File: config.mk
export PLATFORM = sky130hd
export DESIGN_NAME = contiguous_hole_fit_allocator
export DESIGN_NICKNAME = d
export VERILOG_FILES = /design/src/rtl/chfa_pkg.sv /design/src/rtl/chfa_alu.sv /design/src/rtl/chfa_table.sv /design/src/rtl/chfa_seq.sv /design/src/rtl/contiguous_hole_fit_allocator.sv
export SDC_FILE = /design/constraint.sdc
export NUM_CORES = 1
export LEC_CHECK = 0
export BUFFER_PORTS_ARGS = -buffer_cell sky130_fd_sc_hd__buf_4
export CAP_MARGIN = 30
export CORE_MARGIN = 8
export CORE_UTILIZATION = 58
export DETAILED_ROUTE_END_ITERATION = 16
export PLACE_DENSITY_LB_ADDON = 0.25
export SKIP_LAST_GASP = 1
export SLEW_MARGIN = 40
export SYNTH_ARGS = -nofsm -noshare
export SYNTH_HDL_FRONTEND = slang
export SYNTH_SLANG_ARGS = --single-unit
File: constraint.sdc
create_clock -name clock -period 7.75 [get_ports clock]
set_clock_uncertainty 0.1 [all_clocks]
set_input_delay 0.3875 -clock clock [delete_from_list [all_inputs] [get_ports clock]]
set_output_delay 0.3875 -clock clock [all_outputs]
set_load 0.005 [all_outputs]
File: src/rtl/chfa_pkg.sv
// ----------------------------------------------------------------------------
// chfa_pkg
// Shared types and codes for the contiguous hole-fit allocator: operation
// and status codes, sequencer states, the shared unit's operations and the
// table control group.
// ----------------------------------------------------------------------------
package chfa_pkg;

   // default configuration of the block
   localparam int MAX_BLOCKS_DEF = 16;
   localparam int ADDR_BITS_DEF  = 16;
   localparam int TAG_BITS_DEF   = 8;

   // width of the memory size register and of its reset value
   localparam int          CSR_BITS       = 16;
   localparam logic [15:0] MEM_SIZE_RESET = 16'hFFFF;

   // operation codes
   localparam logic [2:0] FUNC_FIRST_FIT = 3'd0;
   localparam logic [2:0] FUNC_BEST_FIT  = 3'd1;
   localparam logic [2:0] FUNC_WORST_FIT = 3'd2;
   localparam logic [2:0] FUNC_FREE      = 3'd3;
   localparam logic [2:0] FUNC_COMPACT   = 3'd4;

   // status codes
   localparam logic [1:0] STATUS_DONE      = 2'd0;
   localparam logic [1:0] STATUS_NO_SPACE  = 2'd1;
   localparam logic [1:0] STATUS_FULL      = 2'd2;
   localparam logic [1:0] STATUS_NOT_FOUND = 2'd3;

   // shared add/subtract unit
   typedef enum logic {
      ALU_SUB,
      ALU_ADD
   } alu_op_type;

   // table port control
   typedef struct packed {
      logic rd_en;
      logic wr_en;
   } table_ctl_type;

   // sequencer states
   typedef enum logic [4:0] {
      ST_IDLE,
      ST_CHK_FREE,
      ST_CHK_FULL,
      ST_SCAN_RD,
      ST_SCAN_LEN,
      ST_SCAN_FIT,
      ST_SCAN_CMP,
      ST_SCAN_NEXT,
      ST_INS_RD,
      ST_INS_WR,
      ST_INS_PUT,
      ST_INS_UPD,
      ST_FREE_RD,
      ST_FREE_CHK,
      ST_DEL_RD,
      ST_DEL_WR,
      ST_FREE_UPD,
      ST_CMP_RD,
      ST_CMP_LEN,
      ST_CMP_WR,
      ST_DONE
   } state_type;

endpackage

File: src/rtl/chfa_alu.sv
// ----------------------------------------------------------------------------
// chfa_alu
// Shared add/subtract unit. Every length, fit test, size compare and
// address sum of the allocator goes through this one unit.
// ----------------------------------------------------------------------------
module chfa_alu #(
   parameter int WIDTH = chfa_pkg::ADDR_BITS_DEF
) (
   input  chfa_pkg::alu_op_type op,
   input  logic [WIDTH-1:0]     a,
   input  logic [WIDTH-1:0]     b,
   output logic [WIDTH-1:0]     result,
   output logic                 borrow
);
   import chfa_pkg::*;

   logic [WIDTH:0] full;

   // one wide add or subtract, borrow flags a < b on subtract
   always_comb begin
      case (op)
         ALU_ADD: full = {1'b0, a} + {1'b0, b};
         ALU_SUB: full = {1'b0, a} - {1'b0, b};
         default: full = {1'b0, a} - {1'b0, b};
      endcase
   end

   assign result = full[WIDTH-1:0];
   assign borrow = (op == ALU_SUB) && full[WIDTH];

endmodule

File: src/rtl/chfa_table.sv
// ----------------------------------------------------------------------------
// chfa_table
// Block table memory: start, end and tag of each allocated block, one
// write port and one read port with registered read data.
// ----------------------------------------------------------------------------
module chfa_table #(
   parameter int MAX_BLOCKS = chfa_pkg::MAX_BLOCKS_DEF,
   parameter int ADDR_BITS  = chfa_pkg::ADDR_BITS_DEF,
   parameter int TAG_BITS   = chfa_pkg::TAG_BITS_DEF,
   localparam int IDX_BITS  = (MAX_BLOCKS > 1) ? $clog2(MAX_BLOCKS) : 1
) (
   input  logic                    clock,
   input  chfa_pkg::table_ctl_type ctl,
   input  logic [IDX_BITS-1:0]     wr_addr,
   input  logic [ADDR_BITS-1:0]    wr_start,
   input  logic [ADDR_BITS-1:0]    wr_end,
   input  logic [TAG_BITS-1:0]     wr_tag,
   input  logic [IDX_BITS-1:0]     rd_addr,
   output logic [ADDR_BITS-1:0]    rd_start,
   output logic [ADDR_BITS-1:0]    rd_end,
   output logic [TAG_BITS-1:0]     rd_tag
);
   import chfa_pkg::*;

   logic [ADDR_BITS-1:0] start_mem [MAX_BLOCKS];
   logic [ADDR_BITS-1:0] end_mem   [MAX_BLOCKS];
   logic [TAG_BITS-1:0]  tag_mem   [MAX_BLOCKS];

   logic [ADDR_BITS-1:0] rd_start_ff;
   logic [ADDR_BITS-1:0] rd_end_ff;
   logic [TAG_BITS-1:0]  rd_tag_ff;

   // write port
   always_ff @(posedge clock) begin
      if (ctl.wr_en) begin
         start_mem[wr_addr] <= wr_start;
         end_mem[wr_addr]   <= wr_end;
         tag_mem[wr_addr]   <= wr_tag;
      end
   end

   // read port, data holds until the next read
   always_ff @(posedge clock) begin
      if (ctl.rd_en) begin
         rd_start_ff <= start_mem[rd_addr];
         rd_end_ff   <= end_mem[rd_addr];
         rd_tag_ff   <= tag_mem[rd_addr];
      end
   end

   assign rd_start = rd_start_ff;
   assign rd_end   = rd_end_ff;
   assign rd_tag   = rd_tag_ff;

endmodule

File: src/rtl/chfa_seq.sv
// ----------------------------------------------------------------------------
// chfa_seq
// Sequencer of the allocator: scans the holes, shifts table entries for
// insert and removal, compacts, and keeps count, free units and memory size.
// ----------------------------------------------------------------------------
module chfa_seq #(
   parameter int MAX_BLOCKS = chfa_pkg::MAX_BLOCKS_DEF,
   parameter int ADDR_BITS  = chfa_pkg::ADDR_BITS_DEF,
   parameter int TAG_BITS   = chfa_pkg::TAG_BITS_DEF,
   localparam int IDX_BITS  = (MAX_BLOCKS > 1) ? $clog2(MAX_BLOCKS) : 1,
   localparam int CNT_BITS  = $clog2(MAX_BLOCKS + 1)
) (
   input  logic                     clock,
   input  logic                     reset,
   // request side
   input  logic                     req_take,
   input  logic [2:0]               req_func,
   input  logic [ADDR_BITS-1:0]     req_request_size,
   input  logic [TAG_BITS-1:0]      req_block_tag,
   output logic                     idle,
   // memory size register
   input  logic                     csr_wen,
   input  logic [chfa_pkg::CSR_BITS-1:0] csr_wdata,
   // result side
   input  logic                     hold,
   output logic                     done,
   output logic [1:0]               res_status,
   output logic [ADDR_BITS-1:0]     res_placed_at,
   output logic [ADDR_BITS-1:0]     res_freed_units,
   output logic [CNT_BITS-1:0]      res_blocks_in_use,
   output logic [ADDR_BITS-1:0]     res_units_left,
   // shared unit
   output chfa_pkg::alu_op_type     alu_op,
   output logic [ADDR_BITS-1:0]     alu_a,
   output logic [ADDR_BITS-1:0]     alu_b,
   input  logic [ADDR_BITS-1:0]     alu_result,
   input  logic                     alu_borrow,
   // table
   output chfa_pkg::table_ctl_type  tbl_ctl,
   output logic [IDX_BITS-1:0]      tbl_wr_addr,
   output logic [ADDR_BITS-1:0]     tbl_wr_start,
   output logic [ADDR_BITS-1:0]     tbl_wr_end,
   output logic [TAG_BITS-1:0]      tbl_wr_tag,
   output logic [IDX_BITS-1:0]      tbl_rd_addr,
   input  logic [ADDR_BITS-1:0]     tbl_rd_start,
   input  logic [ADDR_BITS-1:0]     tbl_rd_end,
   input  logic [TAG_BITS-1:0]      tbl_rd_tag
);
   import chfa_pkg::*;

   localparam logic [CNT_BITS-1:0] CNT_MAX = CNT_BITS'(MAX_BLOCKS);
   localparam logic [CNT_BITS-1:0] CNT_ONE = CNT_BITS'(1);

   state_type            state_ff, state_in;
   logic [CNT_BITS-1:0]  count_ff, count_in;
   logic [ADDR_BITS-1:0] free_ff, free_in;
   logic [ADDR_BITS-1:0] memsize_ff, memsize_in;
   logic [CNT_BITS-1:0]  k_ff, k_in;
   logic [CNT_BITS-1:0]  i_ff, i_in;
   logic [2:0]           func_ff, func_in;
   logic [ADDR_BITS-1:0] size_ff, size_in;
   logic [TAG_BITS-1:0]  tag_ff, tag_in;
   logic [ADDR_BITS-1:0] prev_end_ff, prev_end_in;
   logic [ADDR_BITS-1:0] hole_end_ff, hole_end_in;
   logic [ADDR_BITS-1:0] len_ff, len_in;
   logic                 found_ff, found_in;
   logic [CNT_BITS-1:0]  pick_ff, pick_in;
   logic [ADDR_BITS-1:0] pick_len_ff, pick_len_in;
   logic [ADDR_BITS-1:0] pick_lo_ff, pick_lo_in;
   logic [ADDR_BITS-1:0] cursor_ff, cursor_in;
   logic [1:0]           status_ff, status_in;
   logic [ADDR_BITS-1:0] placed_ff, placed_in;
   logic [ADDR_BITS-1:0] freed_ff, freed_in;

   logic                 k_in_table;
   logic                 tag_match;
   logic [ADDR_BITS-1:0] clamped;
   logic [CNT_BITS-1:0]  i_dec;
   logic [CNT_BITS-1:0]  i_inc;
   logic                 is_alloc;

   assign k_in_table = (k_ff < count_ff);
   assign tag_match  = (tbl_rd_tag == tag_ff);
   assign clamped    = alu_borrow ? '0 : alu_result;
   assign i_dec      = i_ff - CNT_ONE;
   assign i_inc      = i_ff + CNT_ONE;
   assign is_alloc   = (req_func == FUNC_FIRST_FIT) || (req_func == FUNC_BEST_FIT) ||
                       (req_func == FUNC_WORST_FIT);

   // next state
   always_comb begin
      state_in = state_ff;
      case (state_ff)
         ST_IDLE: begin
            if (req_take) begin
               if (is_alloc) begin
                  state_in = ST_CHK_FREE;
               end else if (req_func == FUNC_FREE) begin
                  state_in = ST_FREE_RD;
               end else if (req_func == FUNC_COMPACT) begin
                  state_in = ST_CMP_RD;
               end else begin
                  state_in = ST_DONE;
               end
            end
         end
         ST_CHK_FREE:  state_in = alu_borrow ? ST_DONE : ST_CHK_FULL;
         ST_CHK_FULL:  state_in = (count_ff >= CNT_MAX) ? ST_DONE : ST_SCAN_RD;
         ST_SCAN_RD:   state_in = ST_SCAN_LEN;
         ST_SCAN_LEN:  state_in = ST_SCAN_FIT;
         ST_SCAN_FIT: begin
            if (alu_borrow) begin
               state_in = ST_SCAN_NEXT;
            end else if (!found_ff) begin
               state_in = (func_ff == FUNC_FIRST_FIT) ? ST_INS_RD : ST_SCAN_NEXT;
            end else begin
               state_in = ST_SCAN_CMP;
            end
         end
         ST_SCAN_CMP:  state_in = ST_SCAN_NEXT;
         ST_SCAN_NEXT: begin
            if (k_in_table) begin
               state_in = ST_SCAN_RD;
            end else begin
               state_in = found_ff ? ST_INS_RD : ST_DONE;
            end
         end
         ST_INS_RD:    state_in = (i_ff == pick_ff) ? ST_INS_PUT : ST_INS_WR;
         ST_INS_WR:    state_in = ST_INS_RD;
         ST_INS_PUT:   state_in = ST_INS_UPD;
         ST_INS_UPD:   state_in = ST_DONE;
         ST_FREE_RD:   state_in = k_in_table ? ST_FREE_CHK : ST_DONE;
         ST_FREE_CHK:  state_in = tag_match ? ST_DEL_RD : ST_FREE_RD;
         ST_DEL_RD:    state_in = (i_inc >= count_ff) ? ST_FREE_UPD : ST_DEL_WR;
         ST_DEL_WR:    state_in = ST_DEL_RD;
         ST_FREE_UPD:  state_in = ST_DONE;
         ST_CMP_RD:    state_in = k_in_table ? ST_CMP_LEN : ST_DONE;
         ST_CMP_LEN:   state_in = ST_CMP_WR;
         ST_CMP_WR:    state_in = ST_CMP_RD;
         ST_DONE:      state_in = hold ? ST_DONE : ST_IDLE;
         default:      state_in = ST_IDLE;
      endcase
   end

   // shared unit and table port control
   always_comb begin
      alu_op       = ALU_SUB;
      alu_a        = '0;
      alu_b        = '0;
      tbl_ctl      = '0;
      tbl_rd_addr  = k_ff[IDX_BITS-1:0];
      tbl_wr_addr  = i_ff[IDX_BITS-1:0];
      tbl_wr_start = tbl_rd_start;
      tbl_wr_end   = tbl_rd_end;
      tbl_wr_tag   = tbl_rd_tag;
      case (state_ff)
         ST_CHK_FREE: begin
            alu_a = free_ff;
            alu_b = size_ff;
         end
         ST_SCAN_RD: begin
            tbl_ctl.rd_en = k_in_table;
         end
         ST_SCAN_LEN: begin
            alu_a = k_in_table ? tbl_rd_start : memsize_ff;
            alu_b = prev_end_ff;
         end
         ST_SCAN_FIT: begin
            alu_a = len_ff;
            alu_b = size_ff;
         end
         ST_SCAN_CMP: begin
            // best fit: len < pick_len, worst fit: pick_len < len
            alu_a = (func_ff == FUNC_BEST_FIT) ? len_ff : pick_len_ff;
            alu_b = (func_ff == FUNC_BEST_FIT) ? pick_len_ff : len_ff;
         end
         ST_INS_RD: begin
            tbl_ctl.rd_en = (i_ff != pick_ff);
            tbl_rd_addr   = i_dec[IDX_BITS-1:0];
         end
         ST_INS_WR: begin
            tbl_ctl.wr_en = 1'b1;
         end
         ST_INS_PUT: begin
            alu_op        = ALU_ADD;
            alu_a         = pick_lo_ff;
            alu_b         = size_ff;
            tbl_ctl.wr_en = 1'b1;
            tbl_wr_addr   = pick_ff[IDX_BITS-1:0];
            tbl_wr_start  = pick_lo_ff;
            tbl_wr_end    = alu_result;
            tbl_wr_tag    = tag_ff;
         end
         ST_INS_UPD: begin
            alu_a = free_ff;
            alu_b = size_ff;
         end
         ST_FREE_RD: begin
            tbl_ctl.rd_en = k_in_table;
         end
         ST_FREE_CHK: begin
            alu_a = tbl_rd_end;
            alu_b = tbl_rd_start;
         end
         ST_DEL_RD: begin
            tbl_ctl.rd_en = (i_inc < count_ff);
            tbl_rd_addr   = i_inc[IDX_BITS-1:0];
         end
         ST_DEL_WR: begin
            tbl_ctl.wr_en = 1'b1;
         end
         ST_FREE_UPD: begin
            alu_op = ALU_ADD;
            alu_a  = free_ff;
            alu_b  = len_ff;
         end
         ST_CMP_RD: begin
            tbl_ctl.rd_en = k_in_table;
         end
         ST_CMP_LEN: begin
            alu_a = tbl_rd_end;
            alu_b = tbl_rd_start;
         end
         ST_CMP_WR: begin
            alu_op        = ALU_ADD;
            alu_a         = cursor_ff;
            alu_b         = len_ff;
            tbl_ctl.wr_en = 1'b1;
            tbl_wr_addr   = k_ff[IDX_BITS-1:0];
            tbl_wr_start  = cursor_ff;
            tbl_wr_end    = alu_result;
         end
         default: begin
            alu_op = ALU_SUB;
         end
      endcase
   end

   // datapath register updates
   always_comb begin
      count_in    = count_ff;
      free_in     = free_ff;
      memsize_in  = memsize_ff;
      k_in        = k_ff;
      i_in        = i_ff;
      func_in     = func_ff;
      size_in     = size_ff;
      tag_in      = tag_ff;
      prev_end_in = prev_end_ff;
      hole_end_in = hole_end_ff;
      len_in      = len_ff;
      found_in    = found_ff;
      pick_in     = pick_ff;
      pick_len_in = pick_len_ff;
      pick_lo_in  = pick_lo_ff;
      cursor_in   = cursor_ff;
      status_in   = status_ff;
      placed_in   = placed_ff;
      freed_in    = freed_ff;
      case (state_ff)
         ST_IDLE: begin
            // size write empties the table
            if (csr_wen) begin
               memsize_in = ADDR_BITS'(csr_wdata);
               free_in    = ADDR_BITS'(csr_wdata);
               count_in   = '0;
            end
            if (req_take) begin
               func_in   = req_func;
               size_in   = req_request_size;
               tag_in    = req_block_tag;
               k_in      = '0;
               cursor_in = '0;
               status_in = STATUS_DONE;
               placed_in = '0;
               freed_in  = '0;
            end
         end
         ST_CHK_FREE: begin
            if (alu_borrow) begin
               status_in = STATUS_NO_SPACE;
            end
         end
         ST_CHK_FULL: begin
            prev_end_in = '0;
            found_in    = 1'b0;
            if (count_ff >= CNT_MAX) begin
               status_in = STATUS_FULL;
            end
         end
         ST_SCAN_LEN: begin
            len_in      = clamped;
            hole_end_in = tbl_rd_end;
         end
         ST_SCAN_FIT: begin
            if (!alu_borrow && !found_ff) begin
               found_in    = 1'b1;
               pick_in     = k_ff;
               pick_len_in = len_ff;
               pick_lo_in  = prev_end_ff;
               i_in        = count_ff;
            end
         end
         ST_SCAN_CMP: begin
            if (alu_borrow) begin
               pick_in     = k_ff;
               pick_len_in = len_ff;
               pick_lo_in  = prev_end_ff;
            end
         end
         ST_SCAN_NEXT: begin
            prev_end_in = hole_end_ff;
            i_in        = count_ff;
            if (k_in_table) begin
               k_in = k_ff + CNT_ONE;
            end else if (!found_ff) begin
               status_in = STATUS_NO_SPACE;
            end
         end
         ST_INS_WR: begin
            i_in = i_dec;
         end
         ST_INS_UPD: begin
            free_in   = alu_result;
            count_in  = count_ff + CNT_ONE;
            placed_in = pick_lo_ff;
         end
         ST_FREE_RD: begin
            if (!k_in_table) begin
               status_in = STATUS_NOT_FOUND;
            end
         end
         ST_FREE_CHK: begin
            if (tag_match) begin
               len_in = clamped;
               i_in   = k_ff;
            end else begin
               k_in = k_ff + CNT_ONE;
            end
         end
         ST_DEL_WR: begin
            i_in = i_inc;
         end
         ST_FREE_UPD: begin
            free_in  = alu_result;
            count_in = count_ff - CNT_ONE;
            freed_in = len_ff;
         end
         ST_CMP_LEN: begin
            len_in = clamped;
         end
         ST_CMP_WR: begin
            cursor_in = alu_result;
            k_in      = k_ff + CNT_ONE;
         end
         default: begin
            len_in = len_ff;
         end
      endcase
   end

   // control registers
   always_ff @(posedge clock) begin
      if (reset) begin
         state_ff   <= ST_IDLE;
         count_ff   <= '0;
         free_ff    <= ADDR_BITS'(MEM_SIZE_RESET);
         memsize_ff <= ADDR_BITS'(MEM_SIZE_RESET);
      end else begin
         state_ff   <= state_in;
         count_ff   <= count_in;
         free_ff    <= free_in;
         memsize_ff <= memsize_in;
      end
   end

   // working registers
   always_ff @(posedge clock) begin
      k_ff        <= k_in;
      i_ff        <= i_in;
      func_ff     <= func_in;
      size_ff     <= size_in;
      tag_ff      <= tag_in;
      prev_end_ff <= prev_end_in;
      hole_end_ff <= hole_end_in;
      len_ff      <= len_in;
      found_ff    <= found_in;
      pick_ff     <= pick_in;
      pick_len_ff <= pick_len_in;
      pick_lo_ff  <= pick_lo_in;
      cursor_ff   <= cursor_in;
      status_ff   <= status_in;
      placed_ff   <= placed_in;
      freed_ff    <= freed_in;
   end

   assign idle              = (state_ff == ST_IDLE);
   assign done              = (state_ff == ST_DONE) && !hold;
   assign res_status        = status_ff;
   assign res_placed_at     = placed_ff;
   assign res_freed_units   = freed_ff;
   assign res_blocks_in_use = count_ff;
   assign res_units_left    = free_ff;

endmodule

File: src/rtl/contiguous_hole_fit_allocator.sv
// ----------------------------------------------------------------------------
// contiguous_hole_fit_allocator
// Address-ordered block table with first, best and worst fit allocation,
// free by tag and compaction, run by a sequencer over one shared adder.
// ----------------------------------------------------------------------------
// Sequence, accept to response valid: allocation checks free units and the
//   table count, scans the holes, then shifts entries up to insert; free searches
//   entries by tag, then shifts later entries down; compact rewrites each entry.
// Throughput: one transaction at a time on the single adder and table read
//   port; the next request is taken from the cycle the response goes valid.
// Reset: synchronous; empties the table, memory size and free units 65535.
module contiguous_hole_fit_allocator #(
   parameter int MAX_BLOCKS = chfa_pkg::MAX_BLOCKS_DEF,
   parameter int ADDR_BITS  = chfa_pkg::ADDR_BITS_DEF,
   parameter int TAG_BITS   = chfa_pkg::TAG_BITS_DEF,
   localparam int IDX_BITS  = (MAX_BLOCKS > 1) ? $clog2(MAX_BLOCKS) : 1,
   localparam int CNT_BITS  = $clog2(MAX_BLOCKS + 1)
) (
   input  logic                          clock,
   input  logic                          reset,
   // memory size register
   input  logic                          csr_wen,
   input  logic [chfa_pkg::CSR_BITS-1:0] csr_wdata,
   // request channel
   input  logic                          req_valid,
   output logic                          req_stall,
   input  logic [2:0]                    req_func,
   input  logic [ADDR_BITS-1:0]          req_request_size,
   input  logic [TAG_BITS-1:0]           req_block_tag,
   // response channel
   output logic                          rsp_valid,
   input  logic                          rsp_stall,
   output logic [1:0]                    rsp_status,
   output logic [ADDR_BITS-1:0]          rsp_placed_at,
   output logic [ADDR_BITS-1:0]          rsp_freed_units,
   output logic [CNT_BITS-1:0]           rsp_blocks_in_use,
   output logic [ADDR_BITS-1:0]          rsp_units_left
);
   import chfa_pkg::*;

   logic                 idle;
   logic                 done;
   logic                 hold;
   logic [1:0]           res_status;
   logic [ADDR_BITS-1:0] res_placed_at;
   logic [ADDR_BITS-1:0] res_freed_units;
   logic [CNT_BITS-1:0]  res_blocks_in_use;
   logic [ADDR_BITS-1:0] res_units_left;

   alu_op_type           alu_op;
   logic [ADDR_BITS-1:0] alu_a;
   logic [ADDR_BITS-1:0] alu_b;
   logic [ADDR_BITS-1:0] alu_result;
   logic                 alu_borrow;

   table_ctl_type        tbl_ctl;
   logic [IDX_BITS-1:0]  tbl_wr_addr;
   logic [ADDR_BITS-1:0] tbl_wr_start;
   logic [ADDR_BITS-1:0] tbl_wr_end;
   logic [TAG_BITS-1:0]  tbl_wr_tag;
   logic [IDX_BITS-1:0]  tbl_rd_addr;
   logic [ADDR_BITS-1:0] tbl_rd_start;
   logic [ADDR_BITS-1:0] tbl_rd_end;
   logic [TAG_BITS-1:0]  tbl_rd_tag;

   logic                 rsp_valid_ff, rsp_valid_in;
   logic [1:0]           rsp_status_ff;
   logic [ADDR_BITS-1:0] rsp_placed_ff;
   logic [ADDR_BITS-1:0] rsp_freed_ff;
   logic [CNT_BITS-1:0]  rsp_blocks_ff;
   logic [ADDR_BITS-1:0] rsp_units_ff;

   // request handshake
   assign req_stall = !idle;
   assign hold      = rsp_valid_ff && rsp_stall;

   chfa_seq #(
      .MAX_BLOCKS (MAX_BLOCKS),
      .ADDR_BITS  (ADDR_BITS),
      .TAG_BITS   (TAG_BITS)
   ) u_seq (
      .clock             (clock),
      .reset             (reset),
      .req_take          (req_valid && !req_stall),
      .req_func          (req_func),
      .req_request_size  (req_request_size),
      .req_block_tag     (req_block_tag),
      .idle              (idle),
      .csr_wen           (csr_wen),
      .csr_wdata         (csr_wdata),
      .hold              (hold),
      .done              (done),
      .res_status        (res_status),
      .res_placed_at     (res_placed_at),
      .res_freed_units   (res_freed_units),
      .res_blocks_in_use (res_blocks_in_use),
      .res_units_left    (res_units_left),
      .alu_op            (alu_op),
      .alu_a             (alu_a),
      .alu_b             (alu_b),
      .alu_result        (alu_result),
      .alu_borrow        (alu_borrow),
      .tbl_ctl           (tbl_ctl),
      .tbl_wr_addr       (tbl_wr_addr),
      .tbl_wr_start      (tbl_wr_start),
      .tbl_wr_end        (tbl_wr_end),
      .tbl_wr_tag        (tbl_wr_tag),
      .tbl_rd_addr       (tbl_rd_addr),
      .tbl_rd_start      (tbl_rd_start),
      .tbl_rd_end        (tbl_rd_end),
      .tbl_rd_tag        (tbl_rd_tag)
   );

   chfa_alu #(
      .WIDTH (ADDR_BITS)
   ) u_alu (
      .op     (alu_op),
      .a      (alu_a),
      .b      (alu_b),
      .result (alu_result),
      .borrow (alu_borrow)
   );

   chfa_table #(
      .MAX_BLOCKS (MAX_BLOCKS),
      .ADDR_BITS  (ADDR_BITS),
      .TAG_BITS   (TAG_BITS)
   ) u_table (
      .clock    (clock),
      .ctl      (tbl_ctl),
      .wr_addr  (tbl_wr_addr),
      .wr_start (tbl_wr_start),
      .wr_end   (tbl_wr_end),
      .wr_tag   (tbl_wr_tag),
      .rd_addr  (tbl_rd_addr),
      .rd_start (tbl_rd_start),
      .rd_end   (tbl_rd_end),
      .rd_tag   (tbl_rd_tag)
   );

   // response valid
   always_comb begin
      rsp_valid_in = rsp_valid_ff;
      if (done) begin
         rsp_valid_in = 1'b1;
      end else if (!rsp_stall) begin
         rsp_valid_in = 1'b0;
      end
   end

   always_ff @(posedge clock) begin
      if (reset) begin
         rsp_valid_ff <= 1'b0;
      end else begin
         rsp_valid_ff <= rsp_valid_in;
      end
   end

   // response payload, loaded when a transaction finishes
   always_ff @(posedge clock) begin
      if (done) begin
         rsp_status_ff <= res_status;
         rsp_placed_ff <= res_placed_at;
         rsp_freed_ff  <= res_freed_units;
         rsp_blocks_ff <= res_blocks_in_use;
         rsp_units_ff  <= res_units_left;
      end
   end

   assign rsp_valid         = rsp_valid_ff;
   assign rsp_status        = rsp_status_ff;
   assign rsp_placed_at     = rsp_placed_ff;
   assign rsp_freed_units   = rsp_freed_ff;
   assign rsp_blocks_in_use = rsp_blocks_ff;
   assign rsp_units_left    = rsp_units_ff;

endmodule
==> flow_results.org <==
** STA
- Sum of negative setup slack :: 0 ps
- Setup violations remaining at the end of the flow were counted as 0.
- Fin crit period :: between 6000 and 7000 ps
- Number of max-slew violations in the final report :: 0
- Hold Fails Final Rpt :: 0
- Slew at the pin with the worst max-slew slack :: 837 ps
- Max Fclk :: 153 MHz
- Headroom to the max-slew limit came out at between 40 and 50%.
- Dividing the final minimum period by the clock period gives 84.1%.
- Setup slack on the critical path of the routed design comes to 1230 ps.
- Setup repair after global routing left no endpoint under its margin.

** Layout
- In the final layout, the multi-input gates occupy about 0.011 mm^2.
- Fill cell count :: ~4700
- The finished cells cover 0.0454 mm^2.
- The final layout contains 3147 nets.
- In the layout the commonest cells are edfxtp_1 (908), nand2_1 (449), a211oi_1 (205).
- The post-route netlist has 12.2% of its cells at a drive strength greater than 1.
- Leaving out fill and tap cells, the most frequent cell in the layout is edfxtp_1.
- Compared with the post-synthesis result, the final layout area differs by 14.1%.
- Across the whole layout, storage elements account for 0.0281 mm^2.
- The finished layout holds 4021 standard cells, fillers aside.

** Route
- Vias after detailed routing :: 25885
- Via density per instance :: 6.44
- Dividing the detail-routed wire length by the instance count gives 26.3 um.
- Before antenna repair, the detailed router went through 7 iterations.
- Total length of routed wires :: 106000 um
- # DRC :: 0
- In this run the remaining antenna-violating nets after routing total 0.
- The detailed router finished its first iteration with 2916 violations.

** Setup path
- R2R Path End :: u_seq.pick_len_ff[14]
- In this run the worst path has a maximum fanout of 19.
- For the worst flop-to-flop path, the logic depth is 19.
- Worst path required time :: 7990 ps
- Worst reg2reg path startpoint :: u_seq.state_ff[1]
- Across all register-to-register paths, the minimum setup slack is 1230 ps.
- For the worst setup path, the data arrival time is 6760 ps.
- STA classifies the critical path startpoint as a flop.
- The worst setup path is captured at a flop.
- The critical path in this run is classified as reg -> reg.

** Job
- Max-cap violations in this run came to 0.

** Die
- In this run the horizontal extent of the chip is between 200 and 300 um.
- # IOs :: approximately 110
- Core area :: about 0.07 mm^2
- Area of the die :: 0.0772 mm^2
- Once the floorplan was initialized, standard cells occupied 58.3% of the core.
- In this run the vertical extent of the chip is 278 um.
- Row generation in the floorplan step produced 96 rows.

** Placement
- Placed cell areas :: roughly 0.042 mm^2
- HPWL Detailed :: between 60000 and 70000 um
- Including well taps, the total number of placed cells is 3802.
- Timing analysis after detailed placement gives a worst setup slack of between 1000 and 1500 ps.
- Quantity of I/O buffers inserted on ports :: 104
- Final weighted congestion in routability-driven placement :: 0.955

** Logic synthesis
- Mapped cell area :: 0.0398 mm^2
- The cell count after synthesis came out at between 2000 and 3000.
- In this run, synthesis inferred 908 flip-flops with an integrated enable.
- Sequential area share after synthesis :: 70.7%
- After synthesis the netlist holds a flip-flop and latch count of 951.
- Leading register cell type out of synthesis :: edfxtp_1
- Post-synthesis async set-or-reset flop share :: 0%
- Count of cell types in the netlist :: 81
- Syn Area/Cell :: 13.5 um^2
- Yosys printed 0 warnings.
- Synthesis produced a netlist with a net count of 3023.

** Clocking
- The tree is rooted in a clkbuf_16.
- CTS tree :: built
- Clk Latency, worst-skew pair :: around 650 ps
- The clock net in this run drives a total of 951 sinks.
- Buffers inserted during clock tree synthesis total 93.
- The number of setup buffers added after CTS is 0.
- Max clock buf depth :: 3
- The H-tree was split into 3 levels.
- Clock slew at reported path FFs :: 60 ps

** Power and ir drop
- VDD sags by at most 306 uV.
- Combinational cell fraction of total power :: 38.6%
- In this run the static leakage power is 15.5 nW.
- In this run, the clock network consumes 23.8% of the power.
- Share of total power in sequential cells :: 37.5%
- In this run switching power makes up ~39% of total power.
- The internal portion of the total power is 11.1 mW.
- Power consumption :: approximately 18 mW
- For this design the total switching power over the nets is 7.08 mW.
- Power density normalized to cell area :: 401 mW/mm^2

** Global route
- The via count of the first global-routing pass came to 25188.
- Total Routing Usage GR :: 26.7%
- Pin count of the biggest net entering global routing :: 194
- Initial antenna violation count :: 1
- First-pass GRT wire length :: 157000 um
- Remaining global-route overflow :: 0

** Worst hold path
- The startpoint identified for the worst hold timing path is u_seq.res_placed_at[0].
- The worst hold path passes through 0 cells.
- Hold WC Path Type :: reg -> reg
- Hold Path End :: rsp_placed_at[0]

** Run status
- Status :: finished clean
## logic make-up after synthesis
| family | after synthesis | share of synthesized area [%] |
|---|---|---|
| AO/OA/AOI/OAI | 737 | 13.0 |
| XOR/XNOR | 57 | 1.26 |
| adder cells (fa/ha/maj) | 35 | 1.13 |
| buffers and inverters | 230 | 2.36 |
| flip-flops | 951 | 70.7 |
| multiplexers | 25 | 0.654 |
| AND/OR/NAND/NOR | 906 | 10.9 |
## timing repair
action / 4_1_cts / 5_1_grt
hold buffers: 45 / 0
endpoints found under the hold margin: 56 / 0
gates resized for setup: 0 / 0
## how the worst max path moves through the flow
stage,from,endpoint,slack [ps],cells past startpoint
final,u_seq.state_ff[1],u_seq.pick_len_ff[14],1230,19
after global routing,u_seq.state_ff[4],u_seq.pick_lo_ff[13],880,20
after CTS,u_seq.state_ff[4],u_seq.pick_lo_ff[13],1310,20
after detailed placement,u_seq.state_ff[4],u_seq.pick_lo_ff[14],1370,20
after global placement,u_seq.state_ff[4],u_seq.pick_lo_ff[11],1350,18
after floorplan,u_seq.k_ff[1],u_seq.pick_ff[0],1140,19
## area by class of cell
class	count	area share, %
Clock buffer	123	5.54
Tap cell	882	2.43
Clock inverter	45	0.924
Sequential cell	951	62.0
Multi-Input combinational cell	1760	24.2
Timing Repair Buffer	233	4.71
Antenna cell	1	0.00552
Inverter	26	0.215
## metrics by stage
| stage | utilization [%] | hold WS (ps) |
|---|---|---|
| 6_report | 66.5 | 319 |
| 5_1_grt | 66.5 | 327 |
| 4_1_cts | 66.3 | 318 |
| 3_5_place_dp | 61.4 | 305 |
| 3_3_place_gp | 61.0 | 305 |
| 2_1_floorplan | - | 300 |
## routing by layer
layer | GRT usage, % | up-vias | wire length, um
met5 | 0 | - | 13
met4 | 9.79 | 2 | 3780
met1 | 37.1 | 12887 | 43400
met2 | 42.4 | 1254 | 49300
li1 | - | 11513 | -
met3 | 4.87 | 229 | 9050
## cell usage after synthesis (32+ instances only)
library cell / instances / area share [%]
a211oi_1: 205 / 3.9
a21oi_1: 142 / 1.8
a311oi_1: 80 / 1.8
a31oi_1: 90 / 1.4
and2_0: 56 / 0.88
and2_1: 116 / 1.8
and3_1: 56 / 0.88
buf_2: 41 / 0.52
clkbuf_1: 149 / 1.4
dfxtp_1: 43 / 2.2
edfxtp_1: 908 / 69
ha_1: 32 / 1.0
nand2_1: 451 / 4.3
nand3_1: 38 / 0.48
nor2_1: 102 / 0.96
o21ai_0: 54 / 0.68
xnor2_1: 33 / 0.73
## power groups by stage
stage          clock network (mW)  logic (mW)  registers (mW)
2_1_floorplan                   0        4.76            6.68
3_3_place_gp                    0        6.64            6.90
3_5_place_dp                    0        6.81            6.91
4_1_cts                      4.38        6.89            6.81
5_1_grt                      4.59        7.61            6.85
6_report                     4.34        7.03            6.83
## flip-flops by register name (all words and copies together), names as in the netlist, 8 cells and up
| register | cells |
|---|---|
| u_seq.memsize_ff | 16 |
| u_table.rd_tag | 8 |
| u_table.tag_mem | 128 |
| u_seq.cursor_ff | 16 |
| rsp_units_left | 16 |
| u_seq.size_ff | 16 |
| u_seq.tag_ff | 8 |
| u_table.rd_end | 16 |
| u_seq.res_placed_at | 16 |
| u_seq.hole_end_ff | 16 |
| u_seq.pick_lo_ff | 16 |
| u_seq.len_ff | 16 |
| u_seq.res_units_left | 16 |
| rsp_placed_at | 16 |
| u_seq.res_freed_units | 16 |
| u_table.start_mem | 256 |
| u_table.rd_start | 16 |
| u_table.end_mem | 256 |
| rsp_freed_units | 16 |
| u_seq.pick_len_ff | 16 |
| u_seq.prev_end_ff | 16 |
## critical path, cell delays in order, from the launching register on
cell and delay [ps]:
dfxtp_1 820, nand2b_1 430, o22ai_2 530, buf_4 310, a22oi_1 110, and3_1 210, nand3_1 170, o21ai_0 140
xnor2_1 210, ha_1 310, a211o_1 300, or3_1 360, o21bai_1 210, a41oi_1 340, o21ai_1 240, or2_2 330
mux2i_2 450, o2bb2ai_4 170, buf_8 210, buf_8 210
Note: power is estimated with default switching activity, not from simulation.
